$ cat src/sv/assert_macros.svh
// Assertion macros for the decoder modules; movdec_queue is the one that uses them.
// Each macro expects signals named clk and rst_n in the module that uses it.
`ifndef ASSERT_MACROS_SVH
`define ASSERT_MACROS_SVH

// Checks a property at every rising clock edge outside reset.
`define MOVDEC_ASSERT(lbl, prop, msg) \
    lbl: assert property (@(posedge clk) disable iff (!rst_n) (prop)) else $error(msg);

// Checks that a condition never holds at a rising clock edge outside reset.
`define MOVDEC_NEVER(lbl, cond, msg) \
    `MOVDEC_ASSERT(lbl, !(cond), msg)

`endif

$ cat src/sv/movdec_pkg.sv
// Types, codes and constants of the 8086 MOV byte decoder.
// No dependencies; used by every module of the decoder.
package movdec_pkg;

    typedef enum logic [3:0] {
        PH_OPCODE  = 4'd0,
        PH_MODRM   = 4'd1,
        PH_DISP_LO = 4'd2,
        PH_DISP_HI = 4'd3,
        PH_ADDR_LO = 4'd4,
        PH_ADDR_HI = 4'd5,
        PH_IMM_LO  = 4'd6,
        PH_IMM_HI  = 4'd7
    } phase_t;

    typedef enum logic [2:0] {
        FORM_RM_REG  = 3'd0,
        FORM_IMM_RM  = 3'd1,
        FORM_IMM_REG = 3'd2,
        FORM_MEM_ACC = 3'd3,
        FORM_ACC_MEM = 3'd4
    } form_t;

    typedef enum logic [1:0] {
        KIND_REG = 2'd0,
        KIND_EA  = 2'd1,
        KIND_DIR = 2'd2,
        KIND_IMM = 2'd3
    } kind_t;

    typedef enum logic [1:0] {
        ST_OK     = 2'd0,
        ST_BAD_OP = 2'd1,
        ST_TRUNC  = 2'd2
    } status_t;

    localparam logic [7:0] OP_RM_REG_LO  = 8'h88;
    localparam logic [7:0] OP_RM_REG_HI  = 8'h8B;
    localparam logic [7:0] OP_IMM_RM_LO  = 8'hC6;
    localparam logic [7:0] OP_IMM_RM_HI  = 8'hC7;
    localparam logic [7:0] OP_IMM_REG_LO = 8'hB0;
    localparam logic [7:0] OP_IMM_REG_HI = 8'hBF;
    localparam logic [7:0] OP_MEM_ACC_LO = 8'hA0;
    localparam logic [7:0] OP_MEM_ACC_HI = 8'hA1;
    localparam logic [7:0] OP_ACC_MEM_LO = 8'hA2;
    localparam logic [7:0] OP_ACC_MEM_HI = 8'hA3;

    localparam logic [1:0] MODE_NODISP = 2'b00;
    localparam logic [1:0] MODE_DISP8  = 2'b01;
    localparam logic [1:0] MODE_DISP16 = 2'b10;
    localparam logic [1:0] MODE_REG    = 2'b11;
    localparam logic [2:0] RM_DIRECT   = 3'b110;

    localparam int QDEPTH = 2;
    localparam int QPTR_W = (QDEPTH > 1) ? $clog2(QDEPTH) : 1;
    localparam int QCNT_W = $clog2(QDEPTH + 1);

    typedef struct packed {
        status_t     status;
        form_t       form;
        logic        wide;
        logic        dir;
        logic [1:0]  mode;
        logic [2:0]  reg_code;
        logic [2:0]  rm;
        logic [15:0] disp;
        logic [15:0] addr;
        logic [15:0] imm;
        logic [7:0]  bad;
    } rec_t;

    typedef struct packed {
        logic full;
        logic empty;
    } q_stat_t;

endpackage

$ cat src/sv/movdec_ifs.sv
// Valid/ready channel interfaces for code bytes and decoded results.
// No dependencies.
interface movdec_in_if;
    logic       valid;
    logic       ready;
    logic [7:0] code_byte;
    logic       stream_end;

    modport source (output valid, output code_byte, output stream_end, input ready);
    modport sink (input valid, input code_byte, input stream_end, output ready);
endinterface

interface movdec_out_if;
    logic               valid;
    logic               ready;
    logic [1:0]         status;
    logic               wide;
    logic [1:0]         dst_kind;
    logic [2:0]         dst_reg;
    logic [1:0]         src_kind;
    logic [2:0]         src_reg;
    logic [2:0]         ea_select;
    logic signed [15:0] displacement;
    logic [15:0]        immediate;
    logic [15:0]        direct_address;
    logic [7:0]         bad_opcode;

    modport source (
        output valid, output status, output wide, output dst_kind, output dst_reg,
        output src_kind, output src_reg, output ea_select, output displacement,
        output immediate, output direct_address, output bad_opcode, input ready
    );
    modport sink (
        input valid, input status, input wide, input dst_kind, input dst_reg,
        input src_kind, input src_reg, input ea_select, input displacement,
        input immediate, input direct_address, input bad_opcode, output ready
    );
endinterface

$ cat src/sv/movdec_front.sv
// Front end: accepts code bytes, runs the phase machine and collects instruction fields.
// Depends on movdec_pkg and movdec_in_if; pushes one record per finished instruction.
module movdec_front (
    input  logic                clk,
    input  logic                rst_n,
    movdec_in_if.sink           code,
    input  movdec_pkg::q_stat_t q_stat,
    output logic                push,
    output movdec_pkg::rec_t    push_rec
);
    import movdec_pkg::*;

    phase_t      phase_reg, phase_next;
    form_t       form_reg, form_next;
    logic        wide_reg, wide_next;
    logic        dir_reg, dir_next;
    logic [1:0]  mode_reg, mode_next;
    logic [2:0]  regc_reg, regc_next;
    logic [2:0]  rm_reg, rm_next;
    logic [15:0] disp_reg, disp_next;
    logic [15:0] addr_reg, addr_next;
    logic [15:0] imm_reg, imm_next;
    logic        accept;
    logic        bad_op;
    phase_t      ph_after;
    logic [7:0]  b;

    function automatic phase_t after_rm(form_t f);
        return (f == FORM_IMM_RM) ? PH_IMM_LO : PH_OPCODE;
    endfunction

    assign code.ready = !q_stat.full;
    assign accept     = code.valid && code.ready;
    assign b          = code.code_byte;

    always_comb
    begin
        form_next = form_reg;
        wide_next = wide_reg;
        dir_next  = dir_reg;
        mode_next = mode_reg;
        regc_next = regc_reg;
        rm_next   = rm_reg;
        disp_next = disp_reg;
        addr_next = addr_reg;
        imm_next  = imm_reg;
        bad_op    = 1'b0;
        ph_after  = PH_OPCODE;
        case (phase_reg)
            PH_MODRM:
            begin
                mode_next = b[7:6];
                regc_next = b[5:3];
                rm_next   = b[2:0];
                if (b[7:6] == MODE_NODISP && b[2:0] == RM_DIRECT)
                    ph_after = PH_ADDR_LO;
                else if (b[7:6] == MODE_DISP8 || b[7:6] == MODE_DISP16)
                    ph_after = PH_DISP_LO;
                else
                    ph_after = after_rm(form_reg);
            end
            PH_DISP_LO:
            begin
                if (mode_reg == MODE_DISP8)
                begin
                    disp_next = {{8{b[7]}}, b};
                    ph_after  = after_rm(form_reg);
                end
                else
                begin
                    disp_next = {8'h00, b};
                    ph_after  = PH_DISP_HI;
                end
            end
            PH_DISP_HI:
            begin
                disp_next = {b, disp_reg[7:0]};
                ph_after  = after_rm(form_reg);
            end
            PH_ADDR_LO:
            begin
                addr_next = {8'h00, b};
                ph_after  = PH_ADDR_HI;
            end
            PH_ADDR_HI:
            begin
                addr_next = {b, addr_reg[7:0]};
                ph_after  = after_rm(form_reg);
            end
            PH_IMM_LO:
            begin
                imm_next = {8'h00, b};
                ph_after = wide_reg ? PH_IMM_HI : PH_OPCODE;
            end
            PH_IMM_HI:
            begin
                imm_next = {b, imm_reg[7:0]};
                ph_after = PH_OPCODE;
            end
            default:
            begin
                dir_next  = 1'b0;
                mode_next = 2'b00;
                regc_next = 3'b000;
                rm_next   = 3'b000;
                disp_next = 16'h0000;
                addr_next = 16'h0000;
                imm_next  = 16'h0000;
                if (b inside {[OP_RM_REG_LO:OP_RM_REG_HI]})
                begin
                    form_next = FORM_RM_REG;
                    wide_next = b[0];
                    dir_next  = b[1];
                    ph_after  = PH_MODRM;
                end
                else if (b inside {[OP_IMM_RM_LO:OP_IMM_RM_HI]})
                begin
                    form_next = FORM_IMM_RM;
                    wide_next = b[0];
                    ph_after  = PH_MODRM;
                end
                else if (b inside {[OP_IMM_REG_LO:OP_IMM_REG_HI]})
                begin
                    form_next = FORM_IMM_REG;
                    wide_next = b[3];
                    regc_next = b[2:0];
                    ph_after  = PH_IMM_LO;
                end
                else if (b inside {[OP_MEM_ACC_LO:OP_MEM_ACC_HI]})
                begin
                    form_next = FORM_MEM_ACC;
                    wide_next = b[0];
                    ph_after  = PH_ADDR_LO;
                end
                else if (b inside {[OP_ACC_MEM_LO:OP_ACC_MEM_HI]})
                begin
                    form_next = FORM_ACC_MEM;
                    wide_next = b[0];
                    ph_after  = PH_ADDR_LO;
                end
                else
                begin
                    form_next = FORM_RM_REG;
                    wide_next = 1'b0;
                    bad_op    = 1'b1;
                end
            end
        endcase
    end

    always_comb
    begin
        push_rec          = '0;
        push_rec.form     = form_next;
        push_rec.wide     = wide_next;
        push_rec.dir      = dir_next;
        push_rec.mode     = mode_next;
        push_rec.reg_code = regc_next;
        push_rec.rm       = rm_next;
        push_rec.disp     = disp_next;
        push_rec.addr     = addr_next;
        push_rec.imm      = imm_next;
        push_rec.status   = ST_OK;
        push              = 1'b0;
        phase_next        = ph_after;
        if (bad_op)
        begin
            push_rec        = '0;
            push_rec.status = ST_BAD_OP;
            push_rec.bad    = b;
            push            = accept;
            phase_next      = PH_OPCODE;
        end
        else if (ph_after == PH_OPCODE)
        begin
            push = accept;
        end
        else if (code.stream_end)
        begin
            push_rec        = '0;
            push_rec.status = ST_TRUNC;
            push            = accept;
            phase_next      = PH_OPCODE;
        end
    end

    always_ff @(posedge clk or negedge rst_n)
    begin
        if (!rst_n)
        begin
            phase_reg <= PH_OPCODE;
            form_reg  <= FORM_RM_REG;
            wide_reg  <= 1'b0;
            dir_reg   <= 1'b0;
            mode_reg  <= 2'b00;
            regc_reg  <= 3'b000;
            rm_reg    <= 3'b000;
            disp_reg  <= 16'h0000;
            addr_reg  <= 16'h0000;
            imm_reg   <= 16'h0000;
        end
        else if (accept)
        begin
            phase_reg <= phase_next;
            form_reg  <= form_next;
            wide_reg  <= wide_next;
            dir_reg   <= dir_next;
            mode_reg  <= mode_next;
            regc_reg  <= regc_next;
            rm_reg    <= rm_next;
            disp_reg  <= disp_next;
            addr_reg  <= addr_next;
            imm_reg   <= imm_next;
        end
    end

endmodule

$ cat src/sv/movdec_queue.sv
// Short register queue carrying instruction records from the front end to the back end.
// Depends on movdec_pkg and assert_macros.svh.
`include "assert_macros.svh"
module movdec_queue (
    input  logic                clk,
    input  logic                rst_n,
    input  logic                push,
    input  movdec_pkg::rec_t    push_rec,
    input  logic                pop,
    output movdec_pkg::rec_t    head,
    output movdec_pkg::q_stat_t q_stat
);
    import movdec_pkg::*;

    rec_t              entry_reg [QDEPTH];
    logic [QPTR_W-1:0] wr_ptr_reg, wr_ptr_next;
    logic [QPTR_W-1:0] rd_ptr_reg, rd_ptr_next;
    logic [QCNT_W-1:0] cnt_reg, cnt_next;

    function automatic logic [QPTR_W-1:0] bump(logic [QPTR_W-1:0] p);
        return (p == QPTR_W'(QDEPTH - 1)) ? '0 : p + 1'b1;
    endfunction

    assign head         = entry_reg[rd_ptr_reg];
    assign q_stat.full  = (cnt_reg == QCNT_W'(QDEPTH));
    assign q_stat.empty = (cnt_reg == '0);

    always_comb
    begin
        wr_ptr_next = push ? bump(wr_ptr_reg) : wr_ptr_reg;
        rd_ptr_next = pop ? bump(rd_ptr_reg) : rd_ptr_reg;
        cnt_next    = cnt_reg;
        if (push && !pop)
            cnt_next = cnt_reg + 1'b1;
        else if (pop && !push)
            cnt_next = cnt_reg - 1'b1;
    end

    always_ff @(posedge clk or negedge rst_n)
    begin
        if (!rst_n)
        begin
            wr_ptr_reg <= '0;
            rd_ptr_reg <= '0;
            cnt_reg    <= '0;
        end
        else
        begin
            wr_ptr_reg <= wr_ptr_next;
            rd_ptr_reg <= rd_ptr_next;
            cnt_reg    <= cnt_next;
        end
    end

    always_ff @(posedge clk)
    begin
        if (push)
            entry_reg[wr_ptr_reg] <= push_rec;
    end

    `MOVDEC_NEVER(a_no_push_full, push && q_stat.full, "queue pushed while full")
    `MOVDEC_NEVER(a_no_pop_empty, pop && q_stat.empty, "queue popped while empty")
    `MOVDEC_ASSERT(a_cnt_grows, push && !pop |=> cnt_reg == QCNT_W'($past(cnt_reg) + 1'b1), "queue count did not grow on push")
    `MOVDEC_NEVER(a_cnt_range, cnt_reg > QCNT_W'(QDEPTH), "queue count above depth")

endmodule

$ cat src/sv/movdec_back.sv
// Back end: turns instruction records into operand descriptions and holds the result register.
// Depends on movdec_pkg and movdec_out_if.
module movdec_back (
    input  logic                clk,
    input  logic                rst_n,
    input  movdec_pkg::rec_t    head,
    input  movdec_pkg::q_stat_t q_stat,
    output logic                pop,
    movdec_out_if.source        result
);
    import movdec_pkg::*;

    logic               valid_reg;
    logic [1:0]         status_reg, status_next;
    logic               wide_reg, wide_next;
    kind_t              dk_reg, dk_next;
    logic [2:0]         dr_reg, dr_next;
    kind_t              sk_reg, sk_next;
    logic [2:0]         sr_reg, sr_next;
    logic [2:0]         ea_reg, ea_next;
    logic signed [15:0] disp_reg, disp_next;
    logic [15:0]        imm_reg, imm_next;
    logic [15:0]        addr_reg, addr_next;
    logic [7:0]         bad_reg, bad_next;
    kind_t              rk;
    logic [2:0]         rr;
    logic               uses_rm;

    assign pop = !q_stat.empty && (!valid_reg || result.ready);

    always_comb
    begin
        if (head.mode == MODE_REG)
        begin
            rk = KIND_REG;
            rr = head.rm;
        end
        else if (head.mode == MODE_NODISP && head.rm == RM_DIRECT)
        begin
            rk = KIND_DIR;
            rr = 3'b000;
        end
        else
        begin
            rk = KIND_EA;
            rr = 3'b000;
        end

        dk_next = KIND_REG;
        dr_next = 3'b000;
        sk_next = KIND_REG;
        sr_next = 3'b000;
        uses_rm = 1'b0;
        case (head.form)
            FORM_RM_REG:
            begin
                uses_rm = 1'b1;
                if (head.dir)
                begin
                    dr_next = head.reg_code;
                    sk_next = rk;
                    sr_next = rr;
                end
                else
                begin
                    sr_next = head.reg_code;
                    dk_next = rk;
                    dr_next = rr;
                end
            end
            FORM_IMM_RM:
            begin
                uses_rm = 1'b1;
                dk_next = rk;
                dr_next = rr;
                sk_next = KIND_IMM;
            end
            FORM_IMM_REG:
            begin
                dr_next = head.reg_code;
                sk_next = KIND_IMM;
            end
            FORM_MEM_ACC:
            begin
                sk_next = KIND_DIR;
            end
            default:
            begin
                dk_next = KIND_DIR;
            end
        endcase

        status_next = head.status;
        wide_next   = head.wide;
        bad_next    = head.bad;
        ea_next     = 3'b000;
        disp_next   = 16'sh0000;
        imm_next    = 16'h0000;
        addr_next   = 16'h0000;
        if (uses_rm && (dk_next == KIND_EA || sk_next == KIND_EA))
        begin
            ea_next   = head.rm;
            disp_next = $signed(head.disp);
        end
        if (sk_next == KIND_IMM)
            imm_next = head.imm;
        if (dk_next == KIND_DIR || sk_next == KIND_DIR)
            addr_next = head.addr;

        // Error results carry only the status and the offending opcode.
        if (head.status != ST_OK)
        begin
            wide_next = 1'b0;
            dk_next   = KIND_REG;
            dr_next   = 3'b000;
            sk_next   = KIND_REG;
            sr_next   = 3'b000;
            ea_next   = 3'b000;
            disp_next = 16'sh0000;
            imm_next  = 16'h0000;
            addr_next = 16'h0000;
        end
    end

    always_ff @(posedge clk or negedge rst_n)
    begin
        if (!rst_n)
            valid_reg <= 1'b0;
        else if (pop)
            valid_reg <= 1'b1;
        else if (result.ready)
            valid_reg <= 1'b0;
    end

    always_ff @(posedge clk)
    begin
        if (pop)
        begin
            status_reg <= status_next;
            wide_reg   <= wide_next;
            dk_reg     <= dk_next;
            dr_reg     <= dr_next;
            sk_reg     <= sk_next;
            sr_reg     <= sr_next;
            ea_reg     <= ea_next;
            disp_reg   <= disp_next;
            imm_reg    <= imm_next;
            addr_reg   <= addr_next;
            bad_reg    <= bad_next;
        end
    end

    assign result.valid          = valid_reg;
    assign result.status         = status_reg;
    assign result.wide           = wide_reg;
    assign result.dst_kind       = dk_reg;
    assign result.dst_reg        = dr_reg;
    assign result.src_kind       = sk_reg;
    assign result.src_reg        = sr_reg;
    assign result.ea_select      = ea_reg;
    assign result.displacement   = disp_reg;
    assign result.immediate      = imm_reg;
    assign result.direct_address = addr_reg;
    assign result.bad_opcode     = bad_reg;

endmodule

$ cat src/sv/mov_instruction_byte_decoder_unit.sv
// Top level of the 8086 MOV byte decoder: front end, record queue and back end.
// Depends on movdec_pkg, movdec_ifs, movdec_front, movdec_queue and movdec_back.
//
//   Channel   Dir  Request                 Payload
//   code      in   one byte of code        code_byte, stream_end
//   result    out  one decoded instruction  status .. bad_opcode (11 fields)
//
// One code byte is taken per cycle while the queue is not full; the phase machine accepts a byte in every phase.
// A result passes through the record queue and then the result register after the byte that completes its instruction.
// Reset returns the phase machine to awaiting an opcode and empties the queue.
// A stalled result fills the two-entry queue; code bytes stall only once it is full.
module mov_instruction_byte_decoder_unit (
    input  logic         clk,
    input  logic         rst_n,
    movdec_in_if.sink    code,
    movdec_out_if.source result
);
    import movdec_pkg::*;

    logic    push;
    rec_t    push_rec;
    logic    pop;
    rec_t    head;
    q_stat_t q_stat;

    movdec_front u_front (
        .clk      (clk),
        .rst_n    (rst_n),
        .code     (code),
        .q_stat   (q_stat),
        .push     (push),
        .push_rec (push_rec)
    );

    movdec_queue u_queue (
        .clk      (clk),
        .rst_n    (rst_n),
        .push     (push),
        .push_rec (push_rec),
        .pop      (pop),
        .head     (head),
        .q_stat   (q_stat)
    );

    movdec_back u_back (
        .clk    (clk),
        .rst_n  (rst_n),
        .head   (head),
        .q_stat (q_stat),
        .pop    (pop),
        .result (result)
    );

endmodule
$ cat src/flat_wrapper.sv
// flat-port wrapper written by rule: the top's interface ports become plain ports
module mov_instruction_byte_decoder_unit_flat import movdec_pkg::*;
  (clk, rst_n, code_valid, code_code_byte, code_stream_end, code_ready, result_valid, result_status, result_wide, result_dst_kind, result_dst_reg, result_src_kind, result_src_reg, result_ea_select, result_displacement, result_immediate, result_direct_address, result_bad_opcode, result_ready);
  movdec_in_if code_i ();
  movdec_out_if result_i ();
  input  logic clk;
  input  logic rst_n;
  input wire logic [$bits(code_i.valid)-1:0] code_valid;
  input wire logic [$bits(code_i.code_byte)-1:0] code_code_byte;
  input wire logic [$bits(code_i.stream_end)-1:0] code_stream_end;
  output wire logic [$bits(code_i.ready)-1:0] code_ready;
  output wire logic [$bits(result_i.valid)-1:0] result_valid;
  output wire logic [$bits(result_i.status)-1:0] result_status;
  output wire logic [$bits(result_i.wide)-1:0] result_wide;
  output wire logic [$bits(result_i.dst_kind)-1:0] result_dst_kind;
  output wire logic [$bits(result_i.dst_reg)-1:0] result_dst_reg;
  output wire logic [$bits(result_i.src_kind)-1:0] result_src_kind;
  output wire logic [$bits(result_i.src_reg)-1:0] result_src_reg;
  output wire logic [$bits(result_i.ea_select)-1:0] result_ea_select;
  output wire logic [$bits(result_i.displacement)-1:0] result_displacement;
  output wire logic [$bits(result_i.immediate)-1:0] result_immediate;
  output wire logic [$bits(result_i.direct_address)-1:0] result_direct_address;
  output wire logic [$bits(result_i.bad_opcode)-1:0] result_bad_opcode;
  input wire logic [$bits(result_i.ready)-1:0] result_ready;
  assign code_i.valid = code_valid;
  assign code_i.code_byte = code_code_byte;
  assign code_i.stream_end = code_stream_end;
  assign code_ready = code_i.ready;
  assign result_valid = result_i.valid;
  assign result_status = result_i.status;
  assign result_wide = result_i.wide;
  assign result_dst_kind = result_i.dst_kind;
  assign result_dst_reg = result_i.dst_reg;
  assign result_src_kind = result_i.src_kind;
  assign result_src_reg = result_i.src_reg;
  assign result_ea_select = result_i.ea_select;
  assign result_displacement = result_i.displacement;
  assign result_immediate = result_i.immediate;
  assign result_direct_address = result_i.direct_address;
  assign result_bad_opcode = result_i.bad_opcode;
  assign result_i.ready = result_ready;
  mov_instruction_byte_decoder_unit u_core (.clk(clk), .rst_n(rst_n), .code(code_i), .result(result_i));
endmodule
$ cat config.mk
export PLATFORM = sky130hd
export DESIGN_NAME = mov_instruction_byte_decoder_unit_flat
export DESIGN_NICKNAME = d
export VERILOG_FILES = /design/src/sv/movdec_pkg.sv /design/src/sv/movdec_ifs.sv /design/src/sv/movdec_front.sv /design/src/sv/movdec_queue.sv /design/src/sv/movdec_back.sv /design/src/sv/mov_instruction_byte_decoder_unit.sv /design/src/flat_wrapper.sv
export VERILOG_INCLUDE_DIRS = /design/src /design/src/sv
export SDC_FILE = /design/constraint.sdc
export NUM_CORES = 1
export LEC_CHECK = 0
export ABC_AREA = 1
export BUFFER_PORTS_ARGS = -buffer_cell sky130_fd_sc_hd__buf_2
export CAP_MARGIN = 30
export CORE_MARGIN = 3
export CORE_UTILIZATION = 45
export CTS_CLUSTER_SIZE = 30
export DETAILED_ROUTE_END_ITERATION = 6
export PLACE_DENSITY = 0.74
export SYNTH_ARGS = -nofsm -noshare
export SYNTH_HDL_FRONTEND = slang
export SYNTH_SLANG_ARGS = --single-unit
$ cat constraint.sdc
create_clock -name clk -period 10.6 [get_ports clk]
set_input_delay 2.12 -clock clk [delete_from_list [all_inputs] [get_ports clk]]
set_output_delay 2.12 -clock clk [all_outputs]
set_load 0.1 [all_outputs]
# Yosys cells after proc, flatten, opt, wreduce, memory -nomap -nowiden
# Memory sizes are Yosys's and may differ from the RTL's.
# Index checks and enable logic that the tools add are counted.
# word_totals
n_memories,1
out_inout_bits,74
reg_bits,142
ram_bits,142
elab_cells,178
# op_classes
eq_ne,23
reduce_logical,42
muxes,69
n_bitwise,4
magnitude_cmp,10
add_sub_neg,4
# memory_table
name,words,word_bits,read_ports,rd_clocked_by_memory_dff,wr,line_no,rtl
u_core.u_queue.entry_reg,2,71,1,0,1,movdec_queue.sv:15,rec_t entry_reg [QDEPTH];
# op_table
cell,count
71-bit 2-to-1 mux,3
16-bit case mux with 3 select lines,3
3-bit 2-to-1 mux,22
"8-bit >= comparator, second input constant",5
"8-bit <= comparator, second input constant",5
1-bit 2-to-1 mux,24
4-bit case mux with 6 select lines,1
"4-bit by 3-bit == test with 1-bit output, second input constant",4
16-bit 2-to-1 mux,1
2-bit OR reduction,8
5-bit OR reduction,3
"2-bit == test, second input constant",6
1-bit logical AND,12
2-bit 2-to-1 mux,6
4-bit 2-to-1 mux,3
2-bit case mux with 3 select lines,2
3-bit case mux with 2 select lines,2
3-bit case mux with 3 select lines,1
"2-bit by 1-bit == test with 1-bit output, second input constant",4
"4-bit by 2-bit == test with 1-bit output, second input constant",2
7-bit OR reduction,1
"3-bit by 1-bit == test with 1-bit output, second input constant",2
"3-bit by 2-bit == test with 1-bit output, second input constant",2
"3-bit == test, second input constant",2
13 further kinds,28

# Depth between registers and ports, before layout
# depth
ltp_word,15
depth_mapped,17

# Hierarchy
# A second synthesis with hierarchy kept.
# hier_totals
hier_cells,1058
area_unflattened_um2,12782.3
# by_module_without_submodules
mod,n_inst,area_per_inst_um2,cells_per_inst
movdec_queue,1,5680.4,246
movdec_front,1,4134.0,572
movdec_back,1,2967.8,240

# Least setup slack after synthesis
# No wires, ideal clock.
# synth_path
kind,in2reg
start,input port result_ready
end,register u_core.u_queue.cnt_reg[1]
stages,7
t_required_ps,10469
arrival_ps,6821
n_path_buf,0
path_slack_ps,3649
path_cell_list,nor2_1 > a21oi_1 > inv_1 > ha_1 > a21oi_1 > o21ai_0 > xor2_1
# synth_between
elab_chain_len,5
elab_cells_between_ends,7
classes_between,1 x mux; 6 x reduce/logical
# synth_rtl
item,line_no,rtl
from (decl),flat_wrapper.sv:24,input wire logic [$bits(result_i.ready)-1:0] result_ready;
1-bit logical OR *,movdec_back.sv:29,assign pop = !q_stat.empty && (!valid_reg || result.ready);
1-bit logical AND *,movdec_back.sv:29,
net u_core.pop,mov_instruction_byte_decoder_unit.sv:22,logic pop;
1-bit logical NOT,movdec_queue.sv:33,if (push && !pop)
1-bit logical AND,movdec_queue.sv:33,
2-bit 2-to-1 mux / 2-bit nonzero test (equally long branches),--,
to (signal assigned),movdec_queue.sv:51,cnt_reg <= cnt_next;
to (decl),movdec_queue.sv:18,"logic [QCNT_W-1:0] cnt_reg, cnt_next;"
# The timed path passes the listed nets; every way through them passes the cells marked *.
# A chain may end at the register's enable or synchronous reset.

# Worst setup path after layout
# layout_path
start,input port code_code_byte[6]
end,memory u_core.u_queue.entry_reg[0][17] (netlist name) (enable)
# layout_between
elab_chain_len,13
elab_cells_between_ends,39
classes_between,10 x order compare; 2 x eq/ne; 18 x mux; 9 x reduce/logical
# layout_rtl
item,line_no,rtl
from (decl),flat_wrapper.sv:9,input wire logic [$bits(code_i.code_byte)-1:0] code_code_byte;
8-bit >= comparator / 8-bit <= comparator (equally long branches),movdec_front.sv:135,else if (b inside {[OP_ACC_MEM_LO:OP_ACC_MEM_HI]})
1-bit logical AND,movdec_front.sv:135,
3-bit 2-to-1 mux,movdec_front.sv:135,
3-bit 2-to-1 mux,movdec_front.sv:129,else if (b inside {[OP_MEM_ACC_LO:OP_MEM_ACC_HI]})
3-bit 2-to-1 mux,movdec_front.sv:122,else if (b inside {[OP_IMM_REG_LO:OP_IMM_REG_HI]})
3-bit 2-to-1 mux,movdec_front.sv:116,else if (b inside {[OP_IMM_RM_LO:OP_IMM_RM_HI]})
3-bit 2-to-1 mux,movdec_front.sv:109,if (b inside {[OP_RM_REG_LO:OP_RM_REG_HI]})
4-bit case mux with 6 select lines,movdec_front.sv:49,case (phase_reg)
4-bit logical NOT,movdec_front.sv:174,else if (ph_after == PH_OPCODE)
1-bit 2-to-1 mux,movdec_front.sv:174,
1-bit 2-to-1 mux *,movdec_front.sv:166,if (bad_op)
1-bit 2-to-1 mux *,movdec_queue.sv:57,if (push)
1-bit 2-to-1 mux (implied by the code) *,movdec_queue.sv:58,entry_reg[wr_ptr_reg] <= push_rec;
to (decl),movdec_queue.sv:15,
# Every way passes the cells marked *; elsewhere a longest branch is shown, timed or not.

==> run metrics <==
CP Capture Type=register; largest net degree at the start of global routing=76; Synth Area in Simple Gates=14.7%; critical path, cell by cell=buf_2 > clkinv_1 > ha_1 > nand2_1 > nand2_1 > nand3_2 > nand2_1 > inv_1 > nand2_1 > nor2_4 > nor2_1 > nand2_1 > nand3_1 > inv_2 > buf_4; Buf+Inv Stages, Crit Path=5; Worst Path Class, Setup=input port to register; cell family with most CP delay=buffers and inverters; predominant post-synthesis flop cell=edfxtp_1; Overall Power=between 4000 and 5000 µW; die height=around 170 µm; Initial Utilization=approximately 46%; Synth Register Bits=283; FP Rows=59; core area=26,300 µm²; ratio of cells with drive above 1 in the final layout=18.3%; Yosys top cell area share=52.9%; Post-DRT Antenna Nets=0; gr ovfl total=0; NumNets Final=around 1,200; Worst-Skew Late Latency=540 ps; pre-CTS worst setup slack=4800 ps; sequential element share of the synthesized area=between 60% and 70%; Die ar.=between 20,000 and 30,000 µm²; diode count=0; Tcrit/Tclk final=47.3%; Horiz. Die Dim=between 150 and 200 µm; DRT Pass-1 Iters=5; I/O Pins=slightly below 90; Slew headroom=33.8%; mux contribution to synthesized area=less than 1%; setup ws final=about 5600 ps; critical path's largest stage delay=580 ps; clock-pin slew on the worst setup and hold paths=60 ps; clk_skew=around 13 ps; IO Port Bufs=86; TritonCTS buffer count=29; Root Driver=clkbuf_16; most used cell, CP=nand2_1; CP Max Fanout=39; Hold Crit Class=register to register; largest area contributor in the netlist=edfxtp_1; antenna violations before repair=0; worst slew pin tran=about 990 ps; Synth top cells by count=nand2_1, edfxtp_1, inv_1, nor2_1, o21ai_0; DRC violations left=0; vias in the first global route=7,816; XOR/XNOR share of the synthesized area=0.288%; Syn. warnings=0; Synth area leaders=edfxtp_1, dfrtp_1, nand2_1; Synth Area in Compound Gates=10.9%; Layout area overhead=13.9%; Mapped Nets=roughly 1,100; Synth async-reset ratio=24.4%; hold_ws=485 ps; CP Data Arrival Time=5190 ps; Max Cap Viol=0; number of synthesized flops with an enable pin=between 200 and 250; status=finished clean; Routed WL per cell=16.4 µm; Synth cell types=46; total global-route track usage=around 18%; Syn Std Cell Area=12,100 µm²; post-DP HPWL=16,000 µm; Final setup viols=0; worst vdd ir=390 µV; fmax=roughly 200 MHz; first-pass GRT wire length=41,600 µm; largest family of logic cells by synthesized area=simple AND/OR/NAND/NOR gates; cell with the most instances after synthesis=nand2_1; P per Cell Area=313 nW/µm²; Post-Synth Adder-Cell Area=less than 1%; max-slew violation count=0; hold buffers post-CTS=0; CTS tree=done; CP Launch Type=input port; Slowest-stage cell, CP=inv_2; iteration-0 DRC count of the detailed router=around 810; Required @ worst endpoint=10,770 ps; clk sinks=283; syn_area_per_cell=~11 µm²; Via density=5.21; H-tree levels=1; unrepaired setup endpoints after global routing=no; routed via count=8,071; cells after synthesis=1,107; leakage power=0.00533 µW; setup TNS=0 ps; post-route minimum period=5020 ps; # fillers=2,258; max FFs per register=roughly 140; GPL Wtd Cong=0.895; postcts setup bufs=0; final hold violation count=0; clock buffer depth=3; # resized after CTS=0; Post-Route WL=25,400 µm
## where the power goes
| part | total (µW) | switching, µW | leakage, µW | internal [µW] |
|---|---|---|---|---|
| Clock | 1030 | 425 | 0.000462 | 600 |
| Sequential | 1590 | 64.5 | 0.00304 | 1520 |
| Combinational | 1720 | 1500 | 0.00182 | 227 |
## cell type report
type                            instances  area (µm²)  area share [%]
Sequential cell                       283        8150            58.9
Multi-Input combinational cell        653        3280            23.7
Clock buffer                           30         729            5.27
Timing Repair Buffer                   96         538            3.89
Inverter                              128         483            3.49
Tap cell                              335         419            3.03
Clock inverter                         23         238            1.72
## metrics by stage
stage | instances | area, µm² | utilization, %
detailed placement | 1493 | 12800 | 48.8
global placement | 1493 | 12800 | 48.8
CTS | 1546 | 13800 | 52.5
finish | 1548 | 13800 | 52.7
global route | 1548 | 13800 | 52.7
floorplan | 1107 | 12100 | -
## cell usage in the layout, fill, tap and decap left out, types with 7 or more instances in the layout
| cell type | instances |
|---|---|
| nor2_1 | 95 |
| buf_4 | 8 |
| dfrtp_1 | 68 |
| o21ai_0 | 92 |
| clkbuf_16 | 29 |
| nand2_1 | 271 |
| a32oi_1 | 8 |
| buf_2 | 86 |
| o22ai_1 | 28 |
| nand3_1 | 12 |
| a21oi_1 | 36 |
| a21oi_2 | 28 |
| inv_1 | 109 |
| nand2_2 | 7 |
| nand4_1 | 9 |
| edfxtp_1 | 214 |
| clkinv_1 | 10 |
| inv_2 | 12 |
| ha_1 | 8 |
## cell families (layout without fill, tap and decap cells)
kind of cell | count (synthesis) | after routing
fa+ha+maj | 8 | 8
flops | 283 | 283
buf+inv | 171 | 277
xor+xnor | 4 | 4
simple gates | 423 | 423
mux | 1 | 1
compound gates | 217 | 217
## per-layer routing
layer | track usage [%] | share of wire (%)
met2 | 27.8 | 46
met5 | 0 | 0
met4 | 5.57 | 2.9
met1 | 25.8 | 46
met3 | 2.56 | 4.9
## final timing paths
path                       cells past startpoint                        start  slack (ps)                         endpoint
max                                           15            code_code_byte[6]        5580  u_core.u_queue.entry_reg[0][17]
min                                            1    u_core.u_queue.cnt_reg[0]         490        u_core.u_queue.cnt_reg[0]
max reg2reg                                   13  u_core.u_front.phase_reg[2]        6850  u_core.u_queue.entry_reg[0][17]
min reg2reg                                    1    u_core.u_queue.cnt_reg[0]         490        u_core.u_queue.cnt_reg[0]
max in group asynchronous                      2                        rst_n        8170        u_core.u_queue.rd_ptr_reg
min in group asynchronous                      2                        rst_n        1770       u_core.u_back.result.valid
Power figures use the tool's default switching activity.
